[src/hw/rtl/lkv_pkg.sv]
// Shared constants and transfer types of the LRU key/value cache.
`default_nettype none
package lkv_pkg;

	localparam int ENTRIES = 16;
	localparam int IDX_W = $clog2(ENTRIES);
	localparam int AGE_W = IDX_W;
	localparam int CNT_W = $clog2(ENTRIES + 1);
	localparam int CAP_W = 5;
	localparam int CMP_W = (CNT_W > CAP_W) ? CNT_W : CAP_W;
	localparam logic [CAP_W-1:0] CAP_RESET = CAP_W'(16);
	localparam logic [31:0] MISS_VALUE = 32'hFFFF_FFFF;

	localparam logic CMD_GET = 1'b0;
	localparam logic CMD_PUT = 1'b1;

	typedef struct packed {
		logic               cmd;
		logic signed [31:0] key;
		logic signed [31:0] write_value;
	} in_item_t;

	typedef struct packed {
		logic               hit;
		logic signed [31:0] read_value;
		logic               evicted;
	} out_item_t;

	typedef struct packed {
		logic load;
		logic scan;
		logic commit;
	} dp_cmd_t;

	typedef struct packed {
		logic scan_last;
	} dp_status_t;

endpackage
`default_nettype wire

[src/hw/rtl/lkv_ctrl.sv]
// Sequencing state machine of the LRU key/value cache: accept, scan, commit.
`default_nettype none
module lkv_ctrl import lkv_pkg::*; (
	input  wire logic       clk,
	input  wire logic       arst_n,
	input  wire logic       in_valid,
	output logic            in_stall,
	output logic            out_valid,
	input  wire logic       out_stall,
	output dp_cmd_t         cmd,
	input  wire dp_status_t status
);

	typedef enum logic [1:0] {
		ST_IDLE,
		ST_SCAN,
		ST_COMMIT
	} state_t;

	state_t state_q;
	logic   out_valid_q;
	logic   out_free;

	assign out_free = !out_valid_q || !out_stall;
	assign in_stall = (state_q != ST_IDLE);
	assign out_valid = out_valid_q;

	always_comb begin
		cmd.load = (state_q == ST_IDLE) && in_valid;
		cmd.scan = (state_q == ST_SCAN);
		cmd.commit = (state_q == ST_COMMIT) && out_free;
	end

	always_ff @(posedge clk or negedge arst_n) begin
		if (!arst_n) begin
			state_q <= ST_IDLE;
			out_valid_q <= 1'b0;
		end else begin
			if (out_valid_q && !out_stall && !cmd.commit) begin
				out_valid_q <= 1'b0;
			end
			case (state_q)
				ST_IDLE: begin
					if (in_valid) begin
						state_q <= ST_SCAN;
					end
				end
				ST_SCAN: begin
					if (status.scan_last) begin
						state_q <= ST_COMMIT;
					end
				end
				ST_COMMIT: begin
					if (out_free) begin
						out_valid_q <= 1'b1;
						state_q <= ST_IDLE;
					end
				end
				default: begin
					state_q <= ST_IDLE;
				end
			endcase
		end
	end

endmodule
`default_nettype wire

[src/hw/rtl/lkv_dpath.sv]
// Entry storage, sequential key search and recency update of the LRU cache.
`default_nettype none
module lkv_dpath import lkv_pkg::*; (
	input  wire logic             clk,
	input  wire logic             arst_n,
	input  wire in_item_t         in_item,
	output out_item_t             out_item,
	input  wire logic             cfg_we,
	input  wire logic [CAP_W-1:0] cfg_wdata,
	input  wire dp_cmd_t          cmd,
	output dp_status_t            status
);

	logic [CAP_W-1:0]        cap_q;
	logic [CNT_W-1:0]        used_q;
	logic [ENTRIES-1:0]      valid_q;
	logic [AGE_W-1:0]        age_q [ENTRIES];
	logic signed [31:0]      key_q [ENTRIES];
	logic signed [31:0]      value_q [ENTRIES];
	in_item_t                req_q;
	out_item_t               out_q;
	logic [IDX_W-1:0]        idx_q;
	logic                    found_q;
	logic [IDX_W-1:0]        found_idx_q;
	logic [AGE_W-1:0]        found_age_q;
	logic                    free_q;
	logic [IDX_W-1:0]        free_idx_q;
	logic                    any_q;
	logic [IDX_W-1:0]        old_idx_q;
	logic [AGE_W-1:0]        old_age_q;

	logic [CAP_W-1:0]        cap_nz;
	logic                    room;
	logic                    do_touch;
	logic                    age_all;
	logic                    do_fill;
	logic                    do_write_kv;
	logic                    do_write_val;
	logic                    is_evict;
	logic [IDX_W-1:0]        slot;
	logic [AGE_W-1:0]        slot_age;

	assign status.scan_last = (idx_q == IDX_W'(ENTRIES - 1));
	assign out_item = out_q;

	always_comb begin
		cap_nz = (cap_q == '0) ? CAP_W'(1) : cap_q;
		room = (CMP_W'(used_q) < CMP_W'(cap_nz)) && (CMP_W'(used_q) < CMP_W'(ENTRIES));
		do_touch = 1'b0;
		age_all = 1'b0;
		do_fill = 1'b0;
		do_write_kv = 1'b0;
		do_write_val = 1'b0;
		is_evict = 1'b0;
		slot = found_idx_q;
		slot_age = found_age_q;
		if (found_q) begin
			do_touch = 1'b1;
			do_write_val = (req_q.cmd == CMD_PUT);
		end else if (req_q.cmd == CMD_PUT) begin
			if (room) begin
				slot = free_idx_q;
				do_touch = 1'b1;
				age_all = 1'b1;
				do_fill = 1'b1;
				do_write_kv = 1'b1;
			end else if (any_q) begin
				slot = old_idx_q;
				slot_age = old_age_q;
				do_touch = 1'b1;
				do_write_kv = 1'b1;
				is_evict = 1'b1;
			end
		end
	end

	always_ff @(posedge clk or negedge arst_n) begin
		if (!arst_n) begin
			cap_q <= CAP_RESET;
			used_q <= '0;
			valid_q <= '0;
			for (int i = 0; i < ENTRIES; i++) begin
				age_q[i] <= '0;
			end
		end else begin
			if (cfg_we) begin
				cap_q <= cfg_wdata;
			end
			if (cmd.commit && do_touch) begin
				for (int i = 0; i < ENTRIES; i++) begin
					if (IDX_W'(i) == slot) begin
						age_q[i] <= '0;
					end else if (valid_q[i] && (age_all || age_q[i] < slot_age)) begin
						age_q[i] <= age_q[i] + AGE_W'(1);
					end
				end
			end
			if (cmd.commit && do_fill) begin
				valid_q[slot] <= 1'b1;
				used_q <= used_q + CNT_W'(1);
			end
		end
	end

	always_ff @(posedge clk) begin
		if (cmd.load) begin
			req_q <= in_item;
			idx_q <= '0;
			found_q <= 1'b0;
			free_q <= 1'b0;
			any_q <= 1'b0;
		end
		if (cmd.scan) begin
			if (valid_q[idx_q] && key_q[idx_q] == req_q.key && !found_q) begin
				found_q <= 1'b1;
				found_idx_q <= idx_q;
				found_age_q <= age_q[idx_q];
			end
			if (!valid_q[idx_q] && !free_q) begin
				free_q <= 1'b1;
				free_idx_q <= idx_q;
			end
			if (valid_q[idx_q] && (!any_q || age_q[idx_q] > old_age_q)) begin
				any_q <= 1'b1;
				old_idx_q <= idx_q;
				old_age_q <= age_q[idx_q];
			end
			idx_q <= idx_q + IDX_W'(1);
		end
		if (cmd.commit) begin
			out_q.hit <= found_q;
			out_q.evicted <= is_evict;
			out_q.read_value <= (found_q && req_q.cmd == CMD_GET) ?
				value_q[found_idx_q] : MISS_VALUE;
			if (do_write_kv) begin
				key_q[slot] <= req_q.key;
			end
			if (do_write_kv || do_write_val) begin
				value_q[slot] <= req_q.write_value;
			end
		end
	end

endmodule
`default_nettype wire

[src/hw/rtl/lru_key_value_cache_core.sv]
// Top level of the fully associative LRU key/value cache.
`default_nettype none
// A get or put transfer is accepted only while the block is idle and then
// runs through these steps in order: taking the request, a key search that
// walks all sixteen slots in turn, and a commit step that writes the entry,
// updates the recency ranks and loads the result register. The result register
// holds a finished result while the output is stalled; the commit cycle waits
// for it to free. Each request gives exactly one result. A get miss and every
// put report read_value as -1. Capacity zero behaves as one and values above
// the entry count as the entry count; the user must write capacity only while
// the block is idle, which the block itself does not enforce.
module lru_key_value_cache_core import lkv_pkg::*; (
	input  wire logic             clk,
	input  wire logic             arst_n,
	input  wire logic             in_valid,
	output logic                  in_stall,
	input  wire in_item_t         in_item,
	output logic                  out_valid,
	input  wire logic             out_stall,
	output out_item_t             out_item,
	input  wire logic             cfg_we,
	input  wire logic [CAP_W-1:0] cfg_wdata
);

	dp_cmd_t    cmd;
	dp_status_t status;

	lkv_ctrl u_ctrl (
		.clk       (clk),
		.arst_n    (arst_n),
		.in_valid  (in_valid),
		.in_stall  (in_stall),
		.out_valid (out_valid),
		.out_stall (out_stall),
		.cmd       (cmd),
		.status    (status)
	);

	lkv_dpath u_dpath (
		.clk       (clk),
		.arst_n    (arst_n),
		.in_item   (in_item),
		.out_item  (out_item),
		.cfg_we    (cfg_we),
		.cfg_wdata (cfg_wdata),
		.cmd       (cmd),
		.status    (status)
	);

endmodule
`default_nettype wire
[config.mk]
export PLATFORM = sky130hd
export DESIGN_NAME = lru_key_value_cache_core
export DESIGN_NICKNAME = d
export VERILOG_FILES = /design/src/hw/rtl/lkv_pkg.sv /design/src/hw/rtl/lkv_ctrl.sv /design/src/hw/rtl/lkv_dpath.sv /design/src/hw/rtl/lru_key_value_cache_core.sv
export SDC_FILE = /design/constraint.sdc
export NUM_CORES = 1
export LEC_CHECK = 0
export ABC_AREA = 1
export BUFFER_PORTS_ARGS = -buffer_cell sky130_fd_sc_hd__clkbuf_2
export CAP_MARGIN = 30
export CELL_PAD_IN_SITES_DETAIL_PLACEMENT = 1
export CELL_PAD_IN_SITES_GLOBAL_PLACEMENT = 1
export CORE_MARGIN = 2
export CORE_UTILIZATION = 47
export DETAILED_ROUTE_END_ITERATION = 8
export PLACE_DENSITY = 0.77
export SYNTH_ARGS = -nofsm -noshare
export SYNTH_HDL_FRONTEND = slang
export SYNTH_SLANG_ARGS = --single-unit
[constraint.sdc]
create_clock -name clk -period 5.28 [get_ports clk]
set_clock_uncertainty 0.1 [all_clocks]
set_input_delay 0.264 -clock clk [delete_from_list [all_inputs] [get_ports clk]]
set_output_delay 0.264 -clock clk [all_outputs]
set_load 0.1 [all_outputs]
Yosys cells after proc, flatten, opt, wreduce, memory -nomap -nowiden
Memories as Yosys holds them, arrays and structs flattened. A register that Yosys moved wholly into a read port is not among the register bits.
Index checks and enable logic that the tools add are counted.
{ "totals": {"regBits": 187, "mem_bits_rw": 1024, "in_bits": 75, "wordCells": 283, "n_memories": 2} }
{ "memory_table": {"columns": ["name", "words", "word_bits", "read_ports", "rd_clocked_by_memory_dff", "write_ports", "line_no", "source"], "rows": [
  ["u_dpath.key_q", 16, 32, 1, 1, 1, "lkv_dpath.sv:18", "logic signed [31:0] key_q [ENTRIES];"],
  ["u_dpath.value_q", 16, 32, 1, 1, 1, "lkv_dpath.sv:19", "logic signed [31:0] value_q [ENTRIES];"]
]} }
{ "op_classes": {"add_sub_neg": 18, "n_lt_le_gt_ge": 23, "n_eq_ne": 22, "n_mux": 82, "n_bitwise": 3, "reduce_logical": 98} }
{ "op_table": {"columns": ["operator", "n"], "rows": [
  ["$mux W4", 45],
  ["$add A4 B1 Y4 const B", 17],
  ["$lt A4 B4 Y1", 16],
  ["$reduce_and A2 Y1", 19],
  ["$reduce_bool A2 Y1", 18],
  ["$eq A32 B32 Y1", 1],
  ["$eq A4 B4 Y1 const A", 8],
  ["$logic_and A1 B1 Y1", 29],
  ["$mux W1", 29],
  ["$logic_or A1 B1 Y1", 19],
  ["$bmux W4 S4", 1],
  ["$eq A3 B4 Y1 const A", 4],
  ["$or A16 B16 Y16", 1],
  ["$lt A4 B5 Y1 const B", 2],
  ["$eq A2 B4 Y1 const A", 2],
  ["$logic_not A1 Y1", 8],
  ["$mux W2", 3],
  ["$pmux W2 S3", 1],
  ["$add A5 B1 Y5 const B", 1],
  ["$ge A5 B5 Y1 const B", 1],
  ["$logic_not A5 Y1", 1],
  ["$lt A5 B5 Y1", 1],
  ["$lt A5 B5 Y1 const B", 1],
  ["$mux W5", 1],
  ["16 further kinds", 17]
]} }

Longest topological paths before layout
Gate-level depths: netlist of the first run.
{ "depth": {"word_depth": 12, "ltp_mapped": 21, "mapped_depth_nobuf": 21} }

Cells and area by module
From an unflattened synthesis of the first run, not the netlist that was laid out.
{ "hier_totals": {"cells_unflattened": 4263, "area_unflattened_um2": 52552.9} }
{ "modules_own_cells": {"columns": ["mod", "n_inst", "cells_each", "area_per_inst_um2", "seq_area_each_um2"], "rows": [
  ["lkv_dpath", 1, 4242, 52405.3, 36836.6],
  ["lkv_ctrl", 1, 21, 147.6, 75.1]
]} }

Least setup slack after synthesis of the first run
Ideal clock, no wire load.
{ "synth_timing": {"path_kind": "reg-to-reg", "startpoint": "reg u_ctrl.out_valid_q, in the netlist u_ctrl.out_valid", "endpoint": "mem u_dpath.value_q[13][0], enable pin", "setup_ps": 421, "arrival_ps": 5202, "required_time_ps": 4759, "slack_ps": -443, "path_stages_with_launch": 7, "n_path_buf": 1, "path_cell_list": "dfrtp_1 -> a21oi_1 -> nand2_1 -> inv_2 -> o21ai_1 -> clkbuf_1 -> nor2_1"} }
{ "synth_rtl": {"columns": ["item", "line_no", "source"], "rows": [
  ["start: declaration", "lkv_ctrl.sv:21", "logic out_valid_q;"],
  ["start signal: assignment", "lkv_ctrl.sv:37", "out_valid_q <= 1'b0;"],
  ["start signal: assignment", "lkv_ctrl.sv:40", "out_valid_q <= 1'b0;"],
  ["start signal: assignment", "lkv_ctrl.sv:55", "out_valid_q <= 1'b1;"],
  ["end: declaration", "lkv_dpath.sv:19", null]
]} }

Final worst setup path of the first run
{ "layout_timing": {"startpoint": "reg u_dpath.cap_q[4]", "endpoint": "mem u_dpath.value_q[5][28], enable pin"} }
{ "layout_via": {"elab_chain_len": 11, "elab_cells_between_ends": 14} }
{ "layout_rtl": {"columns": ["item", "line_no", "source"], "rows": [
  ["start: declaration", "lkv_dpath.sv:14", "logic [CAP_W-1:0] cap_q;"],
  ["start signal: assignment", "lkv_dpath.sv:87", "cap_q <= cfg_wdata;"],
  ["$logic_not A5 Y1", "lkv_dpath.sv:47", "cap_nz = (cap_q == '0) ? CAP_W'(1) : cap_q;"],
  ["$mux W5 *", "lkv_dpath.sv:47", null],
  ["$lt A5 B5 Y1 *", "lkv_dpath.sv:48", "room = (CMP_W'(used_q) < CMP_W'(cap_nz)) && (CMP_W'(used_q) < CMP_W'(ENTRIES));"],
  ["$logic_and A1 B1 Y1 *", "lkv_dpath.sv:48", null],
  ["$mux W1", "lkv_dpath.sv:61", "if (room) begin"],
  ["$mux W1", "lkv_dpath.sv:60", "end else if (req_q.cmd == CMD_PUT) begin"],
  ["$mux W1", "lkv_dpath.sv:57", "if (found_q) begin"],
  ["$logic_or A1 B1 Y1", "lkv_dpath.sv:138", "if (do_write_kv || do_write_val) begin"],
  ["$mux W1", "lkv_dpath.sv:138", null],
  ["$mux W1", "lkv_dpath.sv:130", "if (cmd.commit) begin"],
  ["$mux W1 (implied by the code)", "lkv_dpath.sv:139", "value_q[slot] <= req_q.write_value;"]
]} }
Every way passes the cells marked *; elsewhere a longest branch is shown, timed or not.

==> results of run 1 <==
## area by class of cell
cell class / instances / area [µm²]
Inverter: 159 / 615.6
Fill cell: 10760 / 49460
Tap cell: 1414 / 1769
Clock inverter: 81 / 878.3
Multi-Input combinational cell: 2429 / 13450
Sequential cell: 1247 / 36920
Clock buffer: 164 / 3548
Timing Repair Buffer: 278 / 2212
## state kept, by name, summed over array words and instances, names as in the netlist, 2 cells and up, named ones only
| register | count |
|---|---|
| u_dpath.idx_q | 4 |
| u_ctrl.state_q | 2 |
| u_dpath.used_q | 5 |
| u_dpath.age_q | 64 |
| u_dpath.key_q | 512 |
| u_dpath.cap_q | 5 |
| u_dpath.found_age_q | 4 |
| u_dpath.value_q | 512 |
| u_dpath.old_idx_q | 4 |
| u_dpath.out_item | 34 |
| u_dpath.free_idx_q | 4 |
| u_dpath.req_q | 65 |
| u_dpath.valid_q | 16 |
| u_dpath.old_age_q | 4 |
| u_dpath.found_idx_q | 4 |
## where the power goes
group	internal, mW	switching, mW
sequential	11.4	0.755
clock	5.53	4.06
combinational	1.75	4.06
total	18.7	8.88
## worst max path at each step
| stage | from | endpoint | slack (ps) |
|---|---|---|---|
| 6_report | u_dpath.cap_q[4] | u_dpath.value_q[5][28] | 1090 |
| 5_1_grt | u_dpath.cap_q[4] | u_dpath.value_q[5][28] | 890 |
| 4_1_cts | u_dpath.cap_q[4] | u_dpath.value_q[5][28] | 1150 |
| 3_5_place_dp | u_dpath.cap_q[4] | u_dpath.value_q[5][14] | 1220 |
| 3_3_place_gp | u_dpath.cap_q[4] | u_dpath.value_q[5][3] | 1350 |
| 2_1_floorplan | u_ctrl.out_valid | u_dpath.value_q[13][0] | 480 |
## Yosys cell counts (2+ instances only)
cell type	instances	share of area (%)
xnor2_1	30	0.51
o21ai_1	27	0.26
buf_1	9	0.065
nand2_2	16	0.19
o21bai_1	6	0.087
nand2_4	6	0.13
a21oi_1	57	0.55
o32ai_1	30	0.51
or2_2	5	0.061
inv_4	2	0.024
ha_1	74	1.8
buf_2	54	0.52
edfxtp_1	1147	67
xor2_1	4	0.068
nand3b_1	2	0.029
a21boi_0	2	0.029
nor2_2	11	0.13
dfrtp_1	92	4.5
clkinv_1	2	0.015
buf_4	7	0.10
inv_2	20	0.15
dfxtp_1	7	0.27
clkbuf_1	153	1.1
inv_1	134	0.97
o211ai_1	137	2.0
nand3_1	254	2.5
nor2_4	3	0.065
mux2i_1	99	1.9
o22ai_1	19	0.23
nand2_1	366	2.7
nand4_1	19	0.23
o21ai_0	473	4.6
nor2_8	2	0.078
o221ai_1	114	1.9
nor2_1	666	4.8
## metrics by stage
step / setup WS [ps] / std cells / instance area (µm²) / total power [mW] / utilization, %
2_1_floorplan: 482.5 / 4059 / 51630 / 15.88 / -
3_3_place_gp: 1345 / 5441 / 54060 / 17.69 / 49.66
3_5_place_dp: 1219 / 5442 / 54090 / 17.98 / 49.69
4_1_cts: 1150 / 5770 / 59340 / 27.65 / 54.52
5_1_grt: 886.1 / 5772 / 59390 / 28.71 / 54.56
6_report: 1093 / 5772 / 59390 / 27.58 / 54.56
## critical path: cells and delay by family (launching register included)
kind | cells | cell delay (ps)
AOI/OAI and AO/OA | 1 | 100
DFF | 1 | 520
and+or+nand+nor | 9 | 1640
buffers and inverters | 6 | 1170
adders and majority gates | 1 | 320
## layer usage
layer	GRT usage, %	vias up	wire [µm]
li1	-	15330	-
met1	33.75	17910	60610
met2	47.60	1247	77720
met3	4.325	287	8771
met4	8.988	0	4244
met5	0	-	0
## logic make-up after synthesis
| group | count (synthesis) |
|---|---|
| AOI/OAI and AO/OA | 870 |
| xor gates and xnor gates | 34 |
| adders and majority gates | 74 |
| buffers and inverters | 383 |
| DFF | 1247 |
| muxes | 100 |
| and+or+nand+nor | 1351 |
## repair_timing
item	CTS	global route
setup buffers	0	0
endpoints found under the hold margin	125	0
hold buffers	83	0
==> impl_metrics.tcl, run 1 <==
set metrics [dict create \
    status "finished clean" \
    drt-initial-drc-count 3393 \
    worstReg2RegStart "u_dpath.cap_q[4]" \
    synth.avg_cell_area_um2 12.72 \
    clock-root-buffer "clkbuf_16" \
    synthFlopType "edfxtp_1" \
    die_x_um 335.4 \
    maxSlewViolCount 0 \
    clk_pin_slew_ps 60 \
    cpMaxStageDelayCell "nor2_4" \
    crit_required_ps 5620 \
    slowest_delay_ps 690 \
    clk_latency_ps 760 \
    synthMuxAreaShare_pct 1.941 \
    cp-start-kind "register" \
    grt.total_usage_pct 26.97 \
    syn_to_final_growth_pct 15.04 \
    remaining_drc_errors 0 \
    numCtsBuffers 135 \
    r2r_slack_ps 1090 \
    p_leak_nw 20.93 \
    r2r-end "u_dpath.value_q[5][28]" \
    synth-simple-area-share_pct 10.91 \
    synthAdderAreaFrac_pct 1.793 \
    antenna_found_initial 2 \
    grt-ovfl-total 0 \
    h-tree-depth 4 \
    yosys_warnings 0 \
    yosysUniqueCellTypes 45 \
    grt_pass1_vias 37360 \
    layout_commonest_cell "edfxtp_1" \
    gp_routability_congestion 0.8373 \
    cts_sinks 1247 \
    vias 34770 \
    routed_wl_mm 151.3 \
    nets 4399 \
    synth_seq_cells 1247 \
    hp-class "input pin to async pin" \
    antenna_cells 0 \
    synthesis.area_um2 51630 \
    drive_gt1_share_pct 11.56 \
    boundaryPins 111 \
    rsz0062_at_grt "no" \
    synth_top_family_by_area "simple AND/OR/NAND/NOR gates" \
    synth_compound_area_share_pct 10.29 \
    min_period_over_period_pct 79.30 \
    core_um2 108900 \
    fin_hold_ws_ps 43.69 \
    ys_async_sr_fraction_pct 7.458 \
    hold_violations 0 \
    crit_fanout 21 \
    rr_worst_depth 17 \
    antenna_left 0 \
    synth_edf_count 1147 \
    initial_core_util_pct 47.43 \
    tightest_slew_ps 1235 \
    worstSetupPathType "register to register" \
    numPortBuffers 110 \
    synth_xor_area_share_pct 0.5768 \
    ir_worst_vdd_mv 0.5514 \
    wire_per_inst_um 26.22 \
    finalSetupViolCount 0 \
    synthesis.nets 4208 \
    fmax_mhz 238.8 \
    period_needed_ps 4187 \
    power_density_nw_per_um2 464.3 \
    grt_start_max_net_pins 257 \
    cts_tree "yes" \
    cts-resized-gates 0 \
    max_cap_violations 0 \
    clockBufferDepth 3 \
    first_pass_iters 5 \
    endpoint_kind "register" \
    hpwl_mm 85.24 \
    crit_path_cell_trace "inv_1, ha_1, nand2_1, nor2_1, nand2_1, nand2_4, nor2_8, inv_2, o21ai_2, inv_2, nand2_4, inv_2, nand2_2, nor2_2, inv_1, nor2_4, buf_4" \
    max_slew_margin_pct 17.67 \
    viasPerCell 6.024 \
    tns_ps 0 \
    rows 121 \
    yosysSeqAreaShare_pct 71.50 \
    synth_cells 4059 \
    grt_pass1_wl_mm 229.0 \
    most-common-layout-cells "edfxtp_1, nor2_1, o21ai_0" \
    crit_top_cell "inv_2" \
    dieArea_um2 112500 \
    die_h_um 335.4 \
    cp.arrival_ps 4520 \
]
No activity file was read; power rests on OpenSTA's default activity.
==> inputs of run 2 (changes only) <==
--- a/config.mk
+++ b/config.mk
@@ -11,9 +11,9 @@
 export CELL_PAD_IN_SITES_DETAIL_PLACEMENT = 1
 export CELL_PAD_IN_SITES_GLOBAL_PLACEMENT = 1
 export CORE_MARGIN = 2
-export CORE_UTILIZATION = 47
+export CORE_UTILIZATION = 52
 export DETAILED_ROUTE_END_ITERATION = 8
-export PLACE_DENSITY = 0.77
+export PLACE_DENSITY = 0.81
 export SYNTH_ARGS = -nofsm -noshare
 export SYNTH_HDL_FRONTEND = slang
 export SYNTH_SLANG_ARGS = --single-unit
==> constraint.sdc (replaced) <==
create_clock -name clk -period 4.3 [get_ports clk]
set_clock_uncertainty 0.1 [all_clocks]
set_input_delay 0.215 -clock clk [delete_from_list [all_inputs] [get_ports clk]]
set_output_delay 0.215 -clock clk [all_outputs]
set_load 0.1 [all_outputs]
==> impl_metrics.tcl, run 2 (synthesis gave the netlist of run 1 again) <==
set metrics [dict create \
    cp.depth 16 \
    cts_sinks 1247 \
    dp.cells 5314 \
    tns_ps 0 \
    top_regs "u_dpath.key_q x512, u_dpath.value_q x512, u_dpath.req_q x65" \
    drt-initial-drc-count 3458 \
    cp-start-kind "register" \
    cts-resized-gates 0 \
    core_um2 98420 \
    numPortBuffers 110 \
    first_pass_iters 5 \
    gp_routability_congestion 0.8491 \
    endpoint_kind "register" \
    die_h_um 319.1 \
    drive_gt1_share_pct 11.38 \
    antenna_cells 0 \
    most-common-layout-cells "edfxtp_1, nor2_1, o21ai_0" \
    viasPerCell 6.181 \
    clockPowerShare_pct 33.7 \
    seqPwrFrac_pct 44.8 \
    combPwrFrac_pct 21.6 \
    maxSlewViolCount 0 \
    clock-root-buffer "clkbuf_16" \
    grt-ovfl-total 0 \
    remaining_drc_errors 0 \
    crit_buf_inv 5 \
    r2r-end "u_dpath.key_q[11][15]" \
    tightest_slew_ps 1180 \
    status "finished, violations left" \
    power_density_nw_per_um2 561.1 \
    cts_tree "yes" \
    power_mw 33.26 \
    slowest_delay_ps 580 \
    rows 115 \
    finalSetupViolCount 0 \
    rr_worst_depth 16 \
    min_period_over_period_pct 89.09 \
    routed_wl_mm 149.9 \
    place_ws_ps 509.1 \
    clk_pin_slew_ps 60 \
    cpMaxStageDelayCell "nor2_4" \
    max_cap_violations 0 \
    place_area_um2 54200 \
    hp-class "input pin to async pin" \
    postLayoutCoreUtil_pct 60.22 \
    grt.total_usage_pct 29.39 \
    cp_top_family "simple AND/OR/NAND/NOR gates" \
    numCtsBuffers 131 \
    dieArea_um2 101800 \
    clk_latency_ps 760 \
    p_leak_nw 20.87 \
    crit_required_ps 4640 \
    antenna_found_initial 1 \
    die_x_um 319.1 \
    crit_path_cell_trace "inv_1, ha_1, nand2_1, nand2_1, nor2_2, nand2_4, nor2_8, inv_2, o21ai_2, inv_2, nand2_4, nand2_2, nor2_2, inv_1, nor2_4, buf_4" \
    grt_start_max_net_pins 257 \
    finalNonFillerCells 5637 \
    wire_per_inst_um 26.59 \
    switchingPower_mw 10.64 \
    boundaryPins 111 \
    r2r_slack_ps 470 \
    cp-startpoint "u_dpath.cap_q[4]" \
    fin_hold_ws_ps -15.54 \
    hpwl_mm 82.79 \
    grt_pass1_vias 37820 \
    worstSetupPathType "register to register" \
    rsz0062_at_grt "no" \
    fmax_mhz 261.0 \
    layout_commonest_cell "edfxtp_1" \
    syn_to_final_growth_pct 14.81 \
    p_int_mw 22.62 \
    antenna_left 0 \
    period_needed_ps 3831 \
    violations "hold timing" \
    stdcell_area_um2 59270 \
    h-tree-depth 4 \
    crit_fanout 17 \
    initial_core_util_pct 52.46 \
    clockBufferDepth 3 \
    hold_violations 7 \
    grt_pass1_wl_mm 227.0 \
    setup_slack_ps 469.0 \
    post-cts-setup-buffers 0 \
    switching_share_pct 32.00 \
    max_slew_margin_pct 21.32 \
    cp.arrival_ps 4170 \
    vias 34840 \
    ctsHoldBuffers 83 \
    worstReg2RegStart "u_dpath.cap_q[4]" \
    nets 4394 \
    ir_worst_vdd_mv 0.5238 \
]
==> run 2: cell types whose count changed in the layout (fill, tap and decap cells not counted), moves of 3 or more <==
| cell | before | now |
|---|---|---|
| buf_4 | 72 | 48 |
| buf_12 | 12 | 34 |
| clkbuf_8 | 4 | 0 |
| bufinv_16 | 14 | 11 |
| inv_16 | 5 | 0 |
| clkinv_2 | 22 | 27 |
==> run 2: worst register-to-register path: cells and delay by family (launching register included) <==
kind / cells / cell delay, ps
compound gates: 1 / 200
fa+ha+maj: 1 / 290
buf+inv: 5 / 850
flops: 1 / 520
simple gates: 9 / 1580
==> run 2: worst max-delay path by stage <==
stage               slack [ps]                    end
global placement           650  u_dpath.key_q[11][19]
global route               240  u_dpath.key_q[11][15]
finish                     470  u_dpath.key_q[11][15]
floorplan                 -500  u_dpath.value_q[4][0]
detailed placement         510  u_dpath.key_q[11][21]
CTS                        470  u_dpath.key_q[11][15]
==> run 2: power groups by stage <==
stage / clock network [mW] / registers [mW] / logic [mW]
6_report: 11.2 / 14.9 / 7.18
5_1_grt: 11.7 / 15.0 / 7.91
4_1_cts: 11.3 / 14.9 / 7.17
3_5_place_dp: 0 / 15.1 / 6.96
3_3_place_gp: 0 / 15.0 / 6.58
2_1_floorplan: 0 / 14.7 / 4.77
==> run 2: routing by layer <==
metal  track usage [%]  up-vias  wire length [µm]
met5                 0        -                 0
met4             12.13        0              5162
met3             4.528      332              8896
met2             52.29     1382             78110
met1             35.71    17810             57730
li1                  -    15310                 -
==> run 2: cell type report <==
class	count	area [µm²]
clock buffers	160	3451
flip-flops and latches	1247	36920
clock inverters	78	730.7
repair buffers	277	2500
multi-input cells	2429	13450
well taps	1287	1610
inverters	159	613.1
fillers	9580	39150
